--- src/rtl/bra_pkg.sv ---
`default_nettype none
// ----------------------------------------------------------------------------
// bra_pkg
// Shared types, sizes and codes of the resource allocator.
// ----------------------------------------------------------------------------
package bra_pkg;

    localparam int MAX_CUSTOMERS = 8;
    localparam int MAX_RESOURCES = 4;
    localparam int UNIT_BITS     = 8;
    localparam int CUST_BITS     = 3;
    localparam int RES_BITS      = 2;
    localparam int ROW_BITS      = MAX_RESOURCES * UNIT_BITS;

    typedef logic [UNIT_BITS-1:0] t_unit;
    typedef logic [ROW_BITS-1:0]  t_row;

    localparam logic [2:0] OP_REQUEST = 3'd0;
    localparam logic [2:0] OP_RELEASE = 3'd1;
    localparam logic [2:0] OP_SET_MAX = 3'd2;
    localparam logic [2:0] OP_SET_AVL = 3'd3;
    localparam logic [2:0] OP_QUERY   = 3'd4;

    localparam logic [2:0] ST_OK        = 3'd0;
    localparam logic [2:0] ST_BAD_CUST  = 3'd1;
    localparam logic [2:0] ST_OVER_NEED = 3'd2;
    localparam logic [2:0] ST_OVER_AVL  = 3'd3;
    localparam logic [2:0] ST_UNSAFE    = 3'd4;

    localparam logic REG_CUSTOMERS = 1'b0;
    localparam logic REG_RESOURCES = 1'b1;

endpackage
`default_nettype wire

--- src/rtl/bankers_resource_allocator.sv ---
`default_nettype none
// ----------------------------------------------------------------------------
// bankers_resource_allocator
// Banker's-algorithm allocator: claim and allocation rows in one RAM each,
// a sequencer for checks, grants, releases and the safety scan.
// ----------------------------------------------------------------------------
// channel   dir  handshake               payload
// s_axis    in   s_axis_tvalid/tready    tdata: req_type, customer, amounts
// m_axis    out  m_axis_tvalid/tready    tdata: status, sequence; tlast
// cfg       in   i_cfg_valid/o_cfg_ready index, data
//
// One item at a time. A request reads its row (S_RD) and checks it (S_CHK),
// then the safety scan reads one customer row at a time through the RAM
// port (S_SCANR, S_SCANE) until every active customer is placed or none fits.
// Synchronous active-low reset; RAM contents are cleared by a pass over all
// rows after reset, during which no item is taken. A stalled output holds the
// sequencer; the input is taken only when the block is idle.
// ----------------------------------------------------------------------------
module bankers_resource_allocator (
    input  wire        i_clk,
    input  wire        i_rst_n,
    input  wire        s_axis_tvalid,
    output logic       s_axis_tready,
    // [2:0] req_type, [5:3] customer, [13:6] amount_0, [21:14] amount_1,
    // [29:22] amount_2, [37:30] amount_3, [39:38] zero
    input  wire [39:0] s_axis_tdata,
    output logic       m_axis_tvalid,
    input  wire        m_axis_tready,
    // [2:0] status, [5:3] sequence_customer, [7:6] zero
    output logic [7:0] m_axis_tdata,
    output logic       m_axis_tlast,
    input  wire        i_cfg_valid,
    output logic       o_cfg_ready,
    input  wire        i_cfg_index,
    input  wire [3:0]  i_cfg_data
);
    localparam int NC = bra_pkg::MAX_CUSTOMERS;
    localparam int NR = bra_pkg::MAX_RESOURCES;
    localparam int UB = bra_pkg::UNIT_BITS;
    localparam int CB = bra_pkg::CUST_BITS;

    typedef enum logic [9:0] {
        S_CLEAR = 10'b0000000001, S_IDLE  = 10'b0000000010,
        S_RD    = 10'b0000000100, S_CHK   = 10'b0000001000,
        S_SCANR = 10'b0000010000, S_SCANE = 10'b0000100000,
        S_DONE  = 10'b0001000000, S_OUT   = 10'b0010000000,
        S_SEQ   = 10'b0100000000, S_WB    = 10'b1000000000
    } t_state;

    t_state r_st, n_st;
    logic [3:0] r_ncust;
    logic [2:0] r_nres;
    bra_pkg::t_row mem_max [NC];
    bra_pkg::t_row mem_alc [NC];
    bra_pkg::t_row r_rd_max, r_rd_alc;
    bra_pkg::t_unit r_avl [NR];
    bra_pkg::t_unit r_work [NR];
    bra_pkg::t_unit r_amt [NR];
    logic [2:0] r_op;
    logic [CB-1:0] r_cust;
    logic [NC-1:0] r_done;
    logic [CB-1:0] r_order [NC];
    logic [CB-1:0] r_scan;
    logic [3:0] r_found;
    logic r_picked;
    logic [CB-1:0] r_k;
    logic [2:0] r_status;
    bra_pkg::t_row r_pre_alc;
    logic [CB-1:0] r_clr;

    // clamped register values
    logic [3:0] nc_eff;
    logic [2:0] nr_eff;
    always_comb begin
        nc_eff = (r_ncust == 4'd0) ? 4'd1 : (r_ncust > 4'(NC)) ? 4'(NC) : r_ncust;
        nr_eff = (r_nres == 3'd0) ? 3'd1 : (r_nres > 3'(NR)) ? 3'(NR) : r_nres;
    end

    // per-column view of the read row
    bra_pkg::t_unit rmax [NR];
    bra_pkg::t_unit ralc [NR];
    bra_pkg::t_unit need [NR];
    logic over_need, over_avl, fits;
    always_comb begin
        over_need = 1'b0;
        over_avl  = 1'b0;
        fits      = 1'b1;
        for (int r = 0; r < NR; r++) begin
            rmax[r] = r_rd_max[r*UB +: UB];
            ralc[r] = r_rd_alc[r*UB +: UB];
            need[r] = (rmax[r] > ralc[r]) ? rmax[r] - ralc[r] : '0;
            if (3'(r) < nr_eff) begin
                if (r_amt[r] > need[r]) over_need = 1'b1;
                if (r_amt[r] > r_avl[r]) over_avl = 1'b1;
                if (need[r] > r_work[r]) fits = 1'b0;
            end
        end
    end

    logic in_go, out_go, scan_last;
    assign s_axis_tready = (r_st == S_IDLE);
    assign o_cfg_ready   = (r_st == S_IDLE) || (r_st == S_CLEAR);
    assign in_go  = s_axis_tvalid && s_axis_tready;
    assign out_go = m_axis_tvalid && m_axis_tready;
    assign scan_last = ({1'b0, r_scan} + 4'd1 >= nc_eff);

    // output
    assign m_axis_tvalid = (r_st == S_OUT) || (r_st == S_SEQ);
    assign m_axis_tlast  = (r_st == S_OUT) ||
                           ({1'b0, r_k} + 4'd1 == nc_eff);
    assign m_axis_tdata  = (r_st == S_SEQ) ? {2'b00, r_order[r_k], bra_pkg::ST_OK}
                                           : {2'b00, 3'b000, r_status};

    // sequencer
    always_comb begin
        n_st = r_st;
        case (r_st)
            S_CLEAR: if (r_clr == CB'(NC-1)) n_st = S_IDLE;
            S_IDLE: begin
                if (in_go) begin
                    if (s_axis_tdata[2:0] <= bra_pkg::OP_SET_MAX &&
                        {1'b0, s_axis_tdata[5:3]} >= nc_eff) n_st = S_OUT;
                    else if (s_axis_tdata[2:0] == bra_pkg::OP_SET_AVL ||
                             s_axis_tdata[2:0] == bra_pkg::OP_SET_MAX) n_st = S_OUT;
                    else if (s_axis_tdata[2:0] == bra_pkg::OP_QUERY) n_st = S_SCANR;
                    else if (s_axis_tdata[2:0] <= bra_pkg::OP_RELEASE) n_st = S_RD;
                end
            end
            S_RD:  n_st = S_CHK;
            S_CHK: begin
                if (r_op == bra_pkg::OP_RELEASE) n_st = S_OUT;
                else if (over_need || over_avl) n_st = S_OUT;
                else n_st = S_SCANR;
            end
            S_SCANR: n_st = S_SCANE;
            S_SCANE: begin
                if (!r_done[r_scan] && fits) begin
                    if (r_found + 4'd1 == nc_eff) n_st = S_DONE;
                    else n_st = S_SCANR;
                end else if (scan_last && !r_picked) n_st = S_DONE;
                else n_st = S_SCANR;
            end
            S_DONE: begin
                if (r_op == bra_pkg::OP_QUERY && r_found == nc_eff) n_st = S_SEQ;
                else if (r_op == bra_pkg::OP_REQUEST && r_found != nc_eff) n_st = S_WB;
                else n_st = S_OUT;
            end
            S_WB:  n_st = S_OUT;
            S_OUT: if (out_go) n_st = S_IDLE;
            S_SEQ: if (out_go && ({1'b0, r_k} + 4'd1 == nc_eff)) n_st = S_IDLE;
            default: n_st = S_IDLE;
        endcase
    end

    // one row write per cycle to each RAM
    logic mem_we;
    logic [CB-1:0] mem_wa;
    bra_pkg::t_row wmax, walc;
    logic wmax_en;
    always_comb begin
        mem_we  = 1'b0;
        wmax_en = 1'b0;
        mem_wa  = r_cust;
        wmax    = '0;
        walc    = r_rd_alc;
        if (r_st == S_CLEAR) begin
            mem_we = 1'b1; wmax_en = 1'b1; mem_wa = r_clr; walc = '0;
        end else if (in_go && s_axis_tdata[2:0] == bra_pkg::OP_SET_MAX &&
                     {1'b0, s_axis_tdata[5:3]} < nc_eff) begin
            mem_we = 1'b1; wmax_en = 1'b1; mem_wa = s_axis_tdata[5:3];
            wmax = s_axis_tdata[37:6]; walc = '0;
        end else if (r_st == S_CHK && (r_op == bra_pkg::OP_RELEASE ||
                     !(over_need || over_avl))) begin
            mem_we = 1'b1;
            for (int r = 0; r < NR; r++) begin
                if (3'(r) < nr_eff) begin
                    if (r_op == bra_pkg::OP_RELEASE)
                        walc[r*UB +: UB] = (r_amt[r] > ralc[r]) ? '0 : ralc[r] - r_amt[r];
                    else
                        walc[r*UB +: UB] = ralc[r] + r_amt[r];
                end
            end
        end else if (r_st == S_WB) begin
            // roll back the tentative grant to the saved pre-grant row
            mem_we = 1'b1;
            walc   = r_pre_alc;
        end
    end

    logic [CB-1:0] raddr;
    always_comb begin
        raddr = r_scan;
        if (r_st == S_IDLE) raddr = s_axis_tdata[5:3];
    end

    // RAMs
    always_ff @(posedge i_clk) begin
        if (mem_we) mem_alc[mem_wa] <= walc;
        if (wmax_en) mem_max[mem_wa] <= wmax;
        if (r_st == S_IDLE || r_st == S_SCANR) begin
            r_rd_max <= mem_max[raddr];
            r_rd_alc <= mem_alc[raddr];
        end
    end

    // control and data registers
    always_ff @(posedge i_clk) begin
        if (!i_rst_n) begin
            r_st <= S_CLEAR;
            r_clr <= '0;
            r_ncust <= 4'd8;
            r_nres <= 3'd4;
            for (int r = 0; r < NR; r++) r_avl[r] <= '0;
        end else begin
            r_st <= n_st;
            if (r_st == S_CLEAR) r_clr <= r_clr + CB'(1);
            if (i_cfg_valid && o_cfg_ready) begin
                if (i_cfg_index == bra_pkg::REG_CUSTOMERS) r_ncust <= i_cfg_data;
                else r_nres <= i_cfg_data[2:0];
            end
            if (in_go) begin
                r_op   <= s_axis_tdata[2:0];
                r_cust <= s_axis_tdata[5:3];
                for (int r = 0; r < NR; r++) r_amt[r] <= s_axis_tdata[6+r*UB +: UB];
                if (s_axis_tdata[2:0] <= bra_pkg::OP_SET_MAX &&
                    {1'b0, s_axis_tdata[5:3]} >= nc_eff)
                    r_status <= bra_pkg::ST_BAD_CUST;
                else begin
                    r_status <= bra_pkg::ST_OK;
                    if (s_axis_tdata[2:0] == bra_pkg::OP_SET_AVL)
                        for (int r = 0; r < NR; r++)
                            r_avl[r] <= s_axis_tdata[6+r*UB +: UB];
                end
                r_done <= '0;
                r_found <= '0;
                r_scan <= '0;
                r_picked <= 1'b0;
                r_k <= '0;
                for (int r = 0; r < NR; r++) r_work[r] <= r_avl[r];
            end
            if (r_st == S_CHK) begin
                if (r_op == bra_pkg::OP_RELEASE) begin
                    for (int r = 0; r < NR; r++)
                        if (3'(r) < nr_eff) begin
                            logic [UB:0] s;
                            s = {1'b0, r_avl[r]} +
                                {1'b0, (r_amt[r] > ralc[r]) ? ralc[r] : r_amt[r]};
                            r_avl[r] <= s[UB] ? '1 : s[UB-1:0];
                        end
                end else if (over_need) r_status <= bra_pkg::ST_OVER_NEED;
                else if (over_avl) r_status <= bra_pkg::ST_OVER_AVL;
                else
                    for (int r = 0; r < NR; r++)
                        if (3'(r) < nr_eff) begin
                            r_avl[r]  <= r_avl[r] - r_amt[r];
                            r_work[r] <= r_avl[r] - r_amt[r];
                        end
            end
            if (r_st == S_SCANE) begin
                if (!r_done[r_scan] && fits) begin
                    r_done[r_scan] <= 1'b1;
                    r_order[r_found[CB-1:0]] <= r_scan;
                    r_found <= r_found + 4'd1;
                    // work saturates: any need fits once it reaches full scale
                    for (int r = 0; r < NR; r++)
                        if (3'(r) < nr_eff) begin
                            logic [UB:0] w;
                            w = {1'b0, r_work[r]} + {1'b0, ralc[r]};
                            r_work[r] <= w[UB] ? '1 : w[UB-1:0];
                        end
                    r_picked <= 1'b0;
                    r_scan <= '0;
                end else if (scan_last) begin
                    r_scan <= '0;
                    r_picked <= 1'b0;
                end else begin
                    r_scan <= r_scan + CB'(1);
                end
            end
            if (r_st == S_DONE && r_found != nc_eff) begin
                r_status <= bra_pkg::ST_UNSAFE;
                if (r_op == bra_pkg::OP_REQUEST) begin
                    for (int r = 0; r < NR; r++)
                        if (3'(r) < nr_eff) r_avl[r] <= r_avl[r] + r_amt[r];
                end
            end
            if (r_st == S_SEQ && out_go) r_k <= r_k + CB'(1);
        end
    end

    // rollback needs the pre-grant row of the customer
    always_ff @(posedge i_clk) begin
        if (r_st == S_CHK) r_pre_alc <= r_rd_alc;
    end

    // assertions
    a_one_busy: assert property (@(posedge i_clk) disable iff (!i_rst_n)
        s_axis_tready |-> !m_axis_tvalid) else $error("input open while output busy");
    a_seq_count: assert property (@(posedge i_clk) disable iff (!i_rst_n)
        (r_st == S_SEQ) |-> (r_found == nc_eff)) else $error("sequence incomplete");
    a_hold: assert property (@(posedge i_clk) disable iff (!i_rst_n)
        (m_axis_tvalid && !m_axis_tready) |=> $stable(m_axis_tdata))
        else $error("output changed under stall");
endmodule
`default_nettype wire

--- config.mk ---
export PLATFORM = sky130hd
export DESIGN_NAME = bankers_resource_allocator
export DESIGN_NICKNAME = d
export VERILOG_FILES = /design/src/rtl/bra_pkg.sv /design/src/rtl/bankers_resource_allocator.sv
export SDC_FILE = /design/constraint.sdc
export NUM_CORES = 2
export LEC_CHECK = 0
export BUFFER_PORTS_ARGS = -buffer_cell sky130_fd_sc_hd__buf_2
export CAP_MARGIN = 20
export CORE_MARGIN = 5
export CORE_UTILIZATION = 37
export CTS_BUF_LIST = sky130_fd_sc_hd__clkbuf_4
export DETAILED_ROUTE_END_ITERATION = 16
export PLACE_DENSITY = 0.57
export SLEW_MARGIN = 20
export SYNTH_ARGS = -nofsm -noshare
export SYNTH_HDL_FRONTEND = slang
export SYNTH_SLANG_ARGS = --single-unit
--- constraint.sdc ---
create_clock -name i_clk -period 11.2 [get_ports i_clk]
set_input_delay 0.56 -clock i_clk [delete_from_list [all_inputs] [get_ports i_clk]]
set_output_delay 0.56 -clock i_clk [all_outputs]
set_load 0.02 [all_outputs]
# Yosys cells after proc, flatten, opt, wreduce, memory -nomap -nowiden
# Memories as Yosys holds them, arrays and structs flattened. A register that Yosys moved wholly into a read port is not among the register bits.
# Cells that the tools add are included.
# word_totals
ff_bits,80
ram_bits,632
output_inout_bits,12
elab_cells,405
n_memories,6
# op_classes
n_addsub,34
order_cmp,33
n_eq_ne,25
n_mux,232
bitwise,26
n_reduce_logical,36
# mem_list
memory,depth,width,read_ports,rd_ports_with_merged_regs,wr,line,source
mem_alc,8,32,1,1,1,bankers_resource_allocator.sv:54,bra_pkg::t_row mem_alc [NC];
mem_max,8,32,1,1,1,bankers_resource_allocator.sv:53,bra_pkg::t_row mem_max [NC];
r_amt,4,8,4,0,4,bankers_resource_allocator.sv:58,bra_pkg::t_unit r_amt [NR];
r_avl,4,8,4,0,4,bankers_resource_allocator.sv:56,bra_pkg::t_unit r_avl [NR];
r_work,4,8,4,0,4,bankers_resource_allocator.sv:57,bra_pkg::t_unit r_work [NR];
r_order,8,3,1,1,1,bankers_resource_allocator.sv:62,logic [CB-1:0] r_order [NC];
# op_table
operator,count
two-way mux 8 bit,58
two-way mux 32 bit,6
> comparator 8 bit,20
two-way mux 1 bit,130
two-way mux 10 bit,11
case mux 10 bit (10 select lines),1
subtractor 8 bit,12
adder 8 x 8 -> 9 bit,8
adder 8 bit,8
two-way mux 3 bit,16
bitwise OR 1 bit,24
two-way mux 4 bit,5
logical AND 1 bit,15
two-way mux 7 bit,2
== test 4 bit,3
== test 10 x 1 -> 1 bit (second input constant),1
== test 10 bit (second input constant),1
== test 10 x 2 -> 1 bit (second input constant),1
== test 10 x 3 -> 1 bit (second input constant),1
== test 10 x 4 -> 1 bit (second input constant),1
== test 10 x 5 -> 1 bit (second input constant),1
== test 10 x 6 -> 1 bit (second input constant),1
== test 10 x 7 -> 1 bit (second input constant),1
== test 10 x 8 -> 1 bit (second input constant),1
other kinds (34),58

# Longest topological paths before layout
# depth
word_depth,20
mapped_depth,24

# Worst setup path before layout
# Ideal clock, no wire load.
# synth_timing
path_kind,reg-to-reg
from,"register r_rd_alc[0], read port of mem_alc"
to,"memory mem_alc[0][0] (netlist name), enable pin"
setup_time_ns,0.421
t_arrival_ns,5.858
slack_ns,4.921
path_stages_with_launch,23
cell_sequence,edfxtp_1 ha_1 fa_1 nor2b_1 o21ai_0 a21boi_0 o21ai_0 a21boi_0 o21ai_0 a21oi_1 clkbuf_1 nand2_1 ha_1 nand4_1 or3b_2 a21oi_1 a2111oi_0 and2_1 clkbuf_1 a21oi_1 clkbuf_1 a31o_2 nor2_1
# synth_between
elab_chain_cells,20
# synth_rtl
item,line,source
from (decl),bankers_resource_allocator.sv:55,"bra_pkg::t_row r_rd_max, r_rd_alc;"
subtractor 8 bit / > comparator 8 bit (equally long branches),bankers_resource_allocator.sv:91,need[r] = (rmax[r] > ralc[r]) ? rmax[r] - ralc[r] : '0;
two-way mux 8 bit (*),bankers_resource_allocator.sv:91,
> comparator 8 bit (*),bankers_resource_allocator.sv:93,if (r_amt[r] > need[r]) over_need = 1'b1;
two-way mux 1 bit (*),bankers_resource_allocator.sv:93,
two-way mux 1 bit (*),bankers_resource_allocator.sv:92,if (3'(r) < nr_eff) begin
two-way mux 1 bit,bankers_resource_allocator.sv:93,
two-way mux 1 bit (*),bankers_resource_allocator.sv:92,
two-way mux 1 bit,bankers_resource_allocator.sv:93,
(+4 left out),-,
zero test 1 bit (*),bankers_resource_allocator.sv:173,!(over_need || over_avl))) begin
logical OR 1 bit (*),bankers_resource_allocator.sv:172,end else if (r_st == S_CHK && (r_op == bra_pkg::OP_RELEASE ||
logical AND 1 bit (*),bankers_resource_allocator.sv:172,
two-way mux 1 bit (*),bankers_resource_allocator.sv:172,
two-way mux 1 bit (*),bankers_resource_allocator.sv:168,end else if (in_go && s_axis_tdata[2:0] == bra_pkg::OP_SET_MAX &&
two-way mux 1 bit (*),bankers_resource_allocator.sv:166,if (r_st == S_CLEAR) begin
two-way mux 1 bit (*),bankers_resource_allocator.sv:198,if (mem_we) mem_alc[mem_wa] <= walc;
two-way mux 1 bit (not written as such) (*),bankers_resource_allocator.sv:198,
to (decl),bankers_resource_allocator.sv:54,
# Mark *: on every way between the ends. The rest lies on a longest branch, timed or not.

# Worst setup path after layout
# layout_timing
from,"register r_rd_alc[0], read port of mem_alc"
to,"memory mem_alc[7][15] (netlist name), enable pin"
# Same word-level chain as after synthesis.

==> summary.md <==
| Metric | Value |
|---|---|
| Min Hold Slack | 0.1589 ns |
| Worst Path Required | 11.92 ns |
| Fin nets | between 3k and 4k |
| Worst slew margin | between 20% and 30% |
| Largest stage delay, worst path | between 0.7 and 0.8 ns |
| Pin count of the biggest net entering global routing | 129 |
| Row Count | about 120 |
| Clock transition at path regs | about 0.070 ns |
| Final Wtd Congestion | 0.8665 |
| WL final | ~120 mm |
| Syn. warnings | 0 |
| F_max | ~120 MHz |
| DR pass1 iterations | 5 |
| Post-layout min period | about 8 ns |
| Slowest-stage cell, CP | a21oi_1 |
| MaxCap Viol Count | 0 |
| Die span in y | 349.5 µm |
| Status | finished clean |
| Post-Syn Area per Cell | about 13 µm² |
| I/O pins | 62 |
| Number of remaining DRC errors | 0 |
| Clock root buffer | clkbuf_4 |
| Setup-failing EPs final | 0 |
| Register area share after synthesis | approximately 54% |
| Gr ovfl total | 0 |
| CP Cell Sequence | ha_1, fa_1, nor2b_1, o21ai_0, a21boi_0, o21ai_0, a21boi_0, o21ai_0, a21oi_1, nand2b_1, ha_1, nor2b_1, o211ai_1, a21oi_1, a2111oi_0, and2_1, a21o_1, buf_4, o31ai_2, nor2_4, buf_4 |
| #FFs+latches synth | approximately 780 |
| Share of the synthesized area in the top cell type | a little over half |
| Synth cell types | between 90 and 100 |
| Total GRT Usage | between 10% and 20% |
| Reg area | around 23000 µm² |
| Setup crit end kind | flop |
| WL/cell | 23.30 µm |
| Unrepaired setup endpoints after global routing | false |
| Clk buf depth | 3 |
| Core Footprint | 114300 µm² |
| Post-synth EDFFs | around 760 |
| Area grow syn2layout | 12.63% |
| Worst min path class | in2reg |
| Total die area | around 120000 µm² |
| Fill count | between 10k and 15k |
| CTS tree | built |
| PortBufs | 57 |
| Initial antenna violation count | 9 |
| Syn Std Cell Area | 42650 µm² |
| Top_reg_cell synth | edfxtp_1 |
| Slew Viols, Final | 0 |
| Critical Path Start Type | flop |
| Initial cell density of the core | between 30% and 40% |
| Critical Path Most Common Cell | o21ai_0 |
| Worst skew pair latency | around 1.1 ns |
| Post-DP HPWL | about 80 mm |
| CTS sink count | 779 |
| Vias in the first global route | 28.42k |
| Slew @ Worst Pin | about 1.1 ns |
| First-pass GRT wire length | 181.2 mm |
| Largest area contributor in the netlist | edfxtp_1 |
| Final Skew | 0.07834 ns |
| Vias/cell | 5.537 |
| Num CTS Buffers | just over 200 |
| Setup CP Type | reg2reg |
| Post-Syn Instances | roughly 3.3k |
| Setup TNS | 0 ns |
| Crit path DAT | between 8 and 9 ns |
| H-tree lvl count | 4 |
| Routed via count | 28.91k |
| Period utilization | between 70% and 80% |
| DRT iter0 DRCs | around 2.7k |
| VDD IR-drop max | about 0.16 mV |
| Leakage | approximately 18 nW |
| Layout cells sized above 1 | a little under a fifth |
| Top post-synthesis cells by area | edfxtp_1 53%, ha_1 8.6%, mux4_2 7.1% |
| Ys async rst share | 0% |
| Pwr Density | roughly 170 nW/µm² |
| Horiz. Die Dim | 349.5 µm |
| Multi-input logic area | roughly 18000 µm² |
| Final ANT Viol Nets | 0 |
| Hold Violations, Final | 0 |
| Largest fanout on the critical path | 19 |
| Setup bufs post-CTS | 0 |
## through the flow
step	setup slack [ns]	utilization, %	cells	power (mW)	area [µm²]
final	3.104	42.01	5221	8.371	48040
after detailed placement	3.290	39.33	4806	5.970	44970
after global routing	2.571	42.00	5217	8.819	48030
after CTS	3.205	41.99	5212	8.456	48010
after floorplan	4.921	-	3310	5.258	42650
after global placement	3.324	39.33	4805	5.940	44970
## timing repair
| item | in CTS | in global routing |
|---|---|---|
| hold buffers | 51 | 0 |
| hold endpoints to repair | 339 | 0 |
| gates resized for setup | 0 | 0 |
## Yosys cell counts, types with 13 or more instances
cell and instances:
edfxtp_1 756, ha_1 292, nor2_1 213, nand2_1 211, inv_1 204, a21oi_1 167, o21ai_0 166, mux4_2 135
clkbuf_1 97, mux2_2 74, xnor2_1 67, and2_1 61, a21o_1 54, a211oi_1 51, nor3_1 51, mux2i_1 49
nand2b_1 45, xor2_1 39, nor2b_1 38, nand4_1 32, nand3_1 31, buf_2 29, fa_1 28, o211ai_1 26
a31oi_1 25, o21bai_1 24, o22ai_1 24, dfxtp_1 23, o31ai_1 21, a221oi_1 18, o21a_1 18, and3_1 13
o41ai_1 13
## where the power goes
group	leakage [nW]	switching (mW)	internal, mW
Combinational	9.25	1.27	0.770
Clock	1.49	1.20	1.25
Sequential	7.11	0.149	3.74
Total	17.8	2.61	5.76
## final cells by class
type                    instances  share of cell area [%]
inverters                     206                   1.620
clock buffers                 280                   4.376
well taps                    1512                   3.938
diodes                          9                 0.04688
repair buffers                168                   2.646
clock inverters                75                  0.8803
multi-input cells            2192                   38.28
flip-flops and latches        779                   48.21
## cells in the final DEF (no fill, tap or decap), drive strengths merged, types with 26 or more instances in the layout
cell type,Yosys,layout
a211oi,51,51
a21o,54,54
a21oi,171,171
and2,61,61
buf,36,117
clkbuf,97,280
clkinv,1,66
dlygate4sd3,0,51
edfxtp,756,756
fa,28,28
ha,292,292
inv,205,208
mux2,74,74
mux2i,49,49
mux4,135,135
nand2,214,214
nand2b,46,46
nand3,31,31
nand4,32,32
nor2,215,215
nor2b,38,38
nor3,52,52
o211ai,26,26
o21ai,170,170
xnor2,67,67
xor2,39,39
## cell families (layout without fill, tap and decap cells)
family	Yosys count	count (layout)	synth area share, %
AO/OA/AOI/OAI	731	731	11.28
XOR/XNOR	107	107	2.230
adder cells (fa/ha/maj)	320	320	9.880
buffers and inverters	339	729	3.124
flip-flops	779	779	54.31
multiplexers	258	258	10.23
other	1	11	0.008792
AND/OR/NAND/NOR	774	774	8.936
## routing by layer
metal / share of wire, % / track usage (%)
met5: 0 / 0
met4: 2.4 / 6.205
met3: 7.0 / 3.724
met2: 45 / 30.91
met1: 45 / 27.75
## worst paths after layout
path            startpoint              to  slack (ns)  cells past startpoint
max reg2reg    r_rd_alc[0]  mem_alc[7][15]        3.10                     21
min          s_axis_tvalid        r_picked        0.16                      4
min reg2reg     r_ncust[0]      r_ncust[0]        0.49                      2
max            r_rd_alc[0]  mem_alc[7][15]        3.10                     21
## flip-flops by register name, summed over array words and instances (netlist names), 10 cells and up, named ones only
register and flops:
mem_alc 256, mem_max 256, r_amt 32, r_avl 32, r_pre_alc 32, r_rd_alc 32, r_rd_max 32, r_work 32
r_order 24, r_st 10
## critical path, delay by kind of cell (launching register included)
kind                       cells  cell delay [ns]
AOI/OAI and AO/OA             11             3.65
and+or+nand+nor                5             1.65
buffers and inverters          2             0.86
adders and majority gates      3             1.01
DFF                            1             0.56
(Power assumes the default switching activity.)
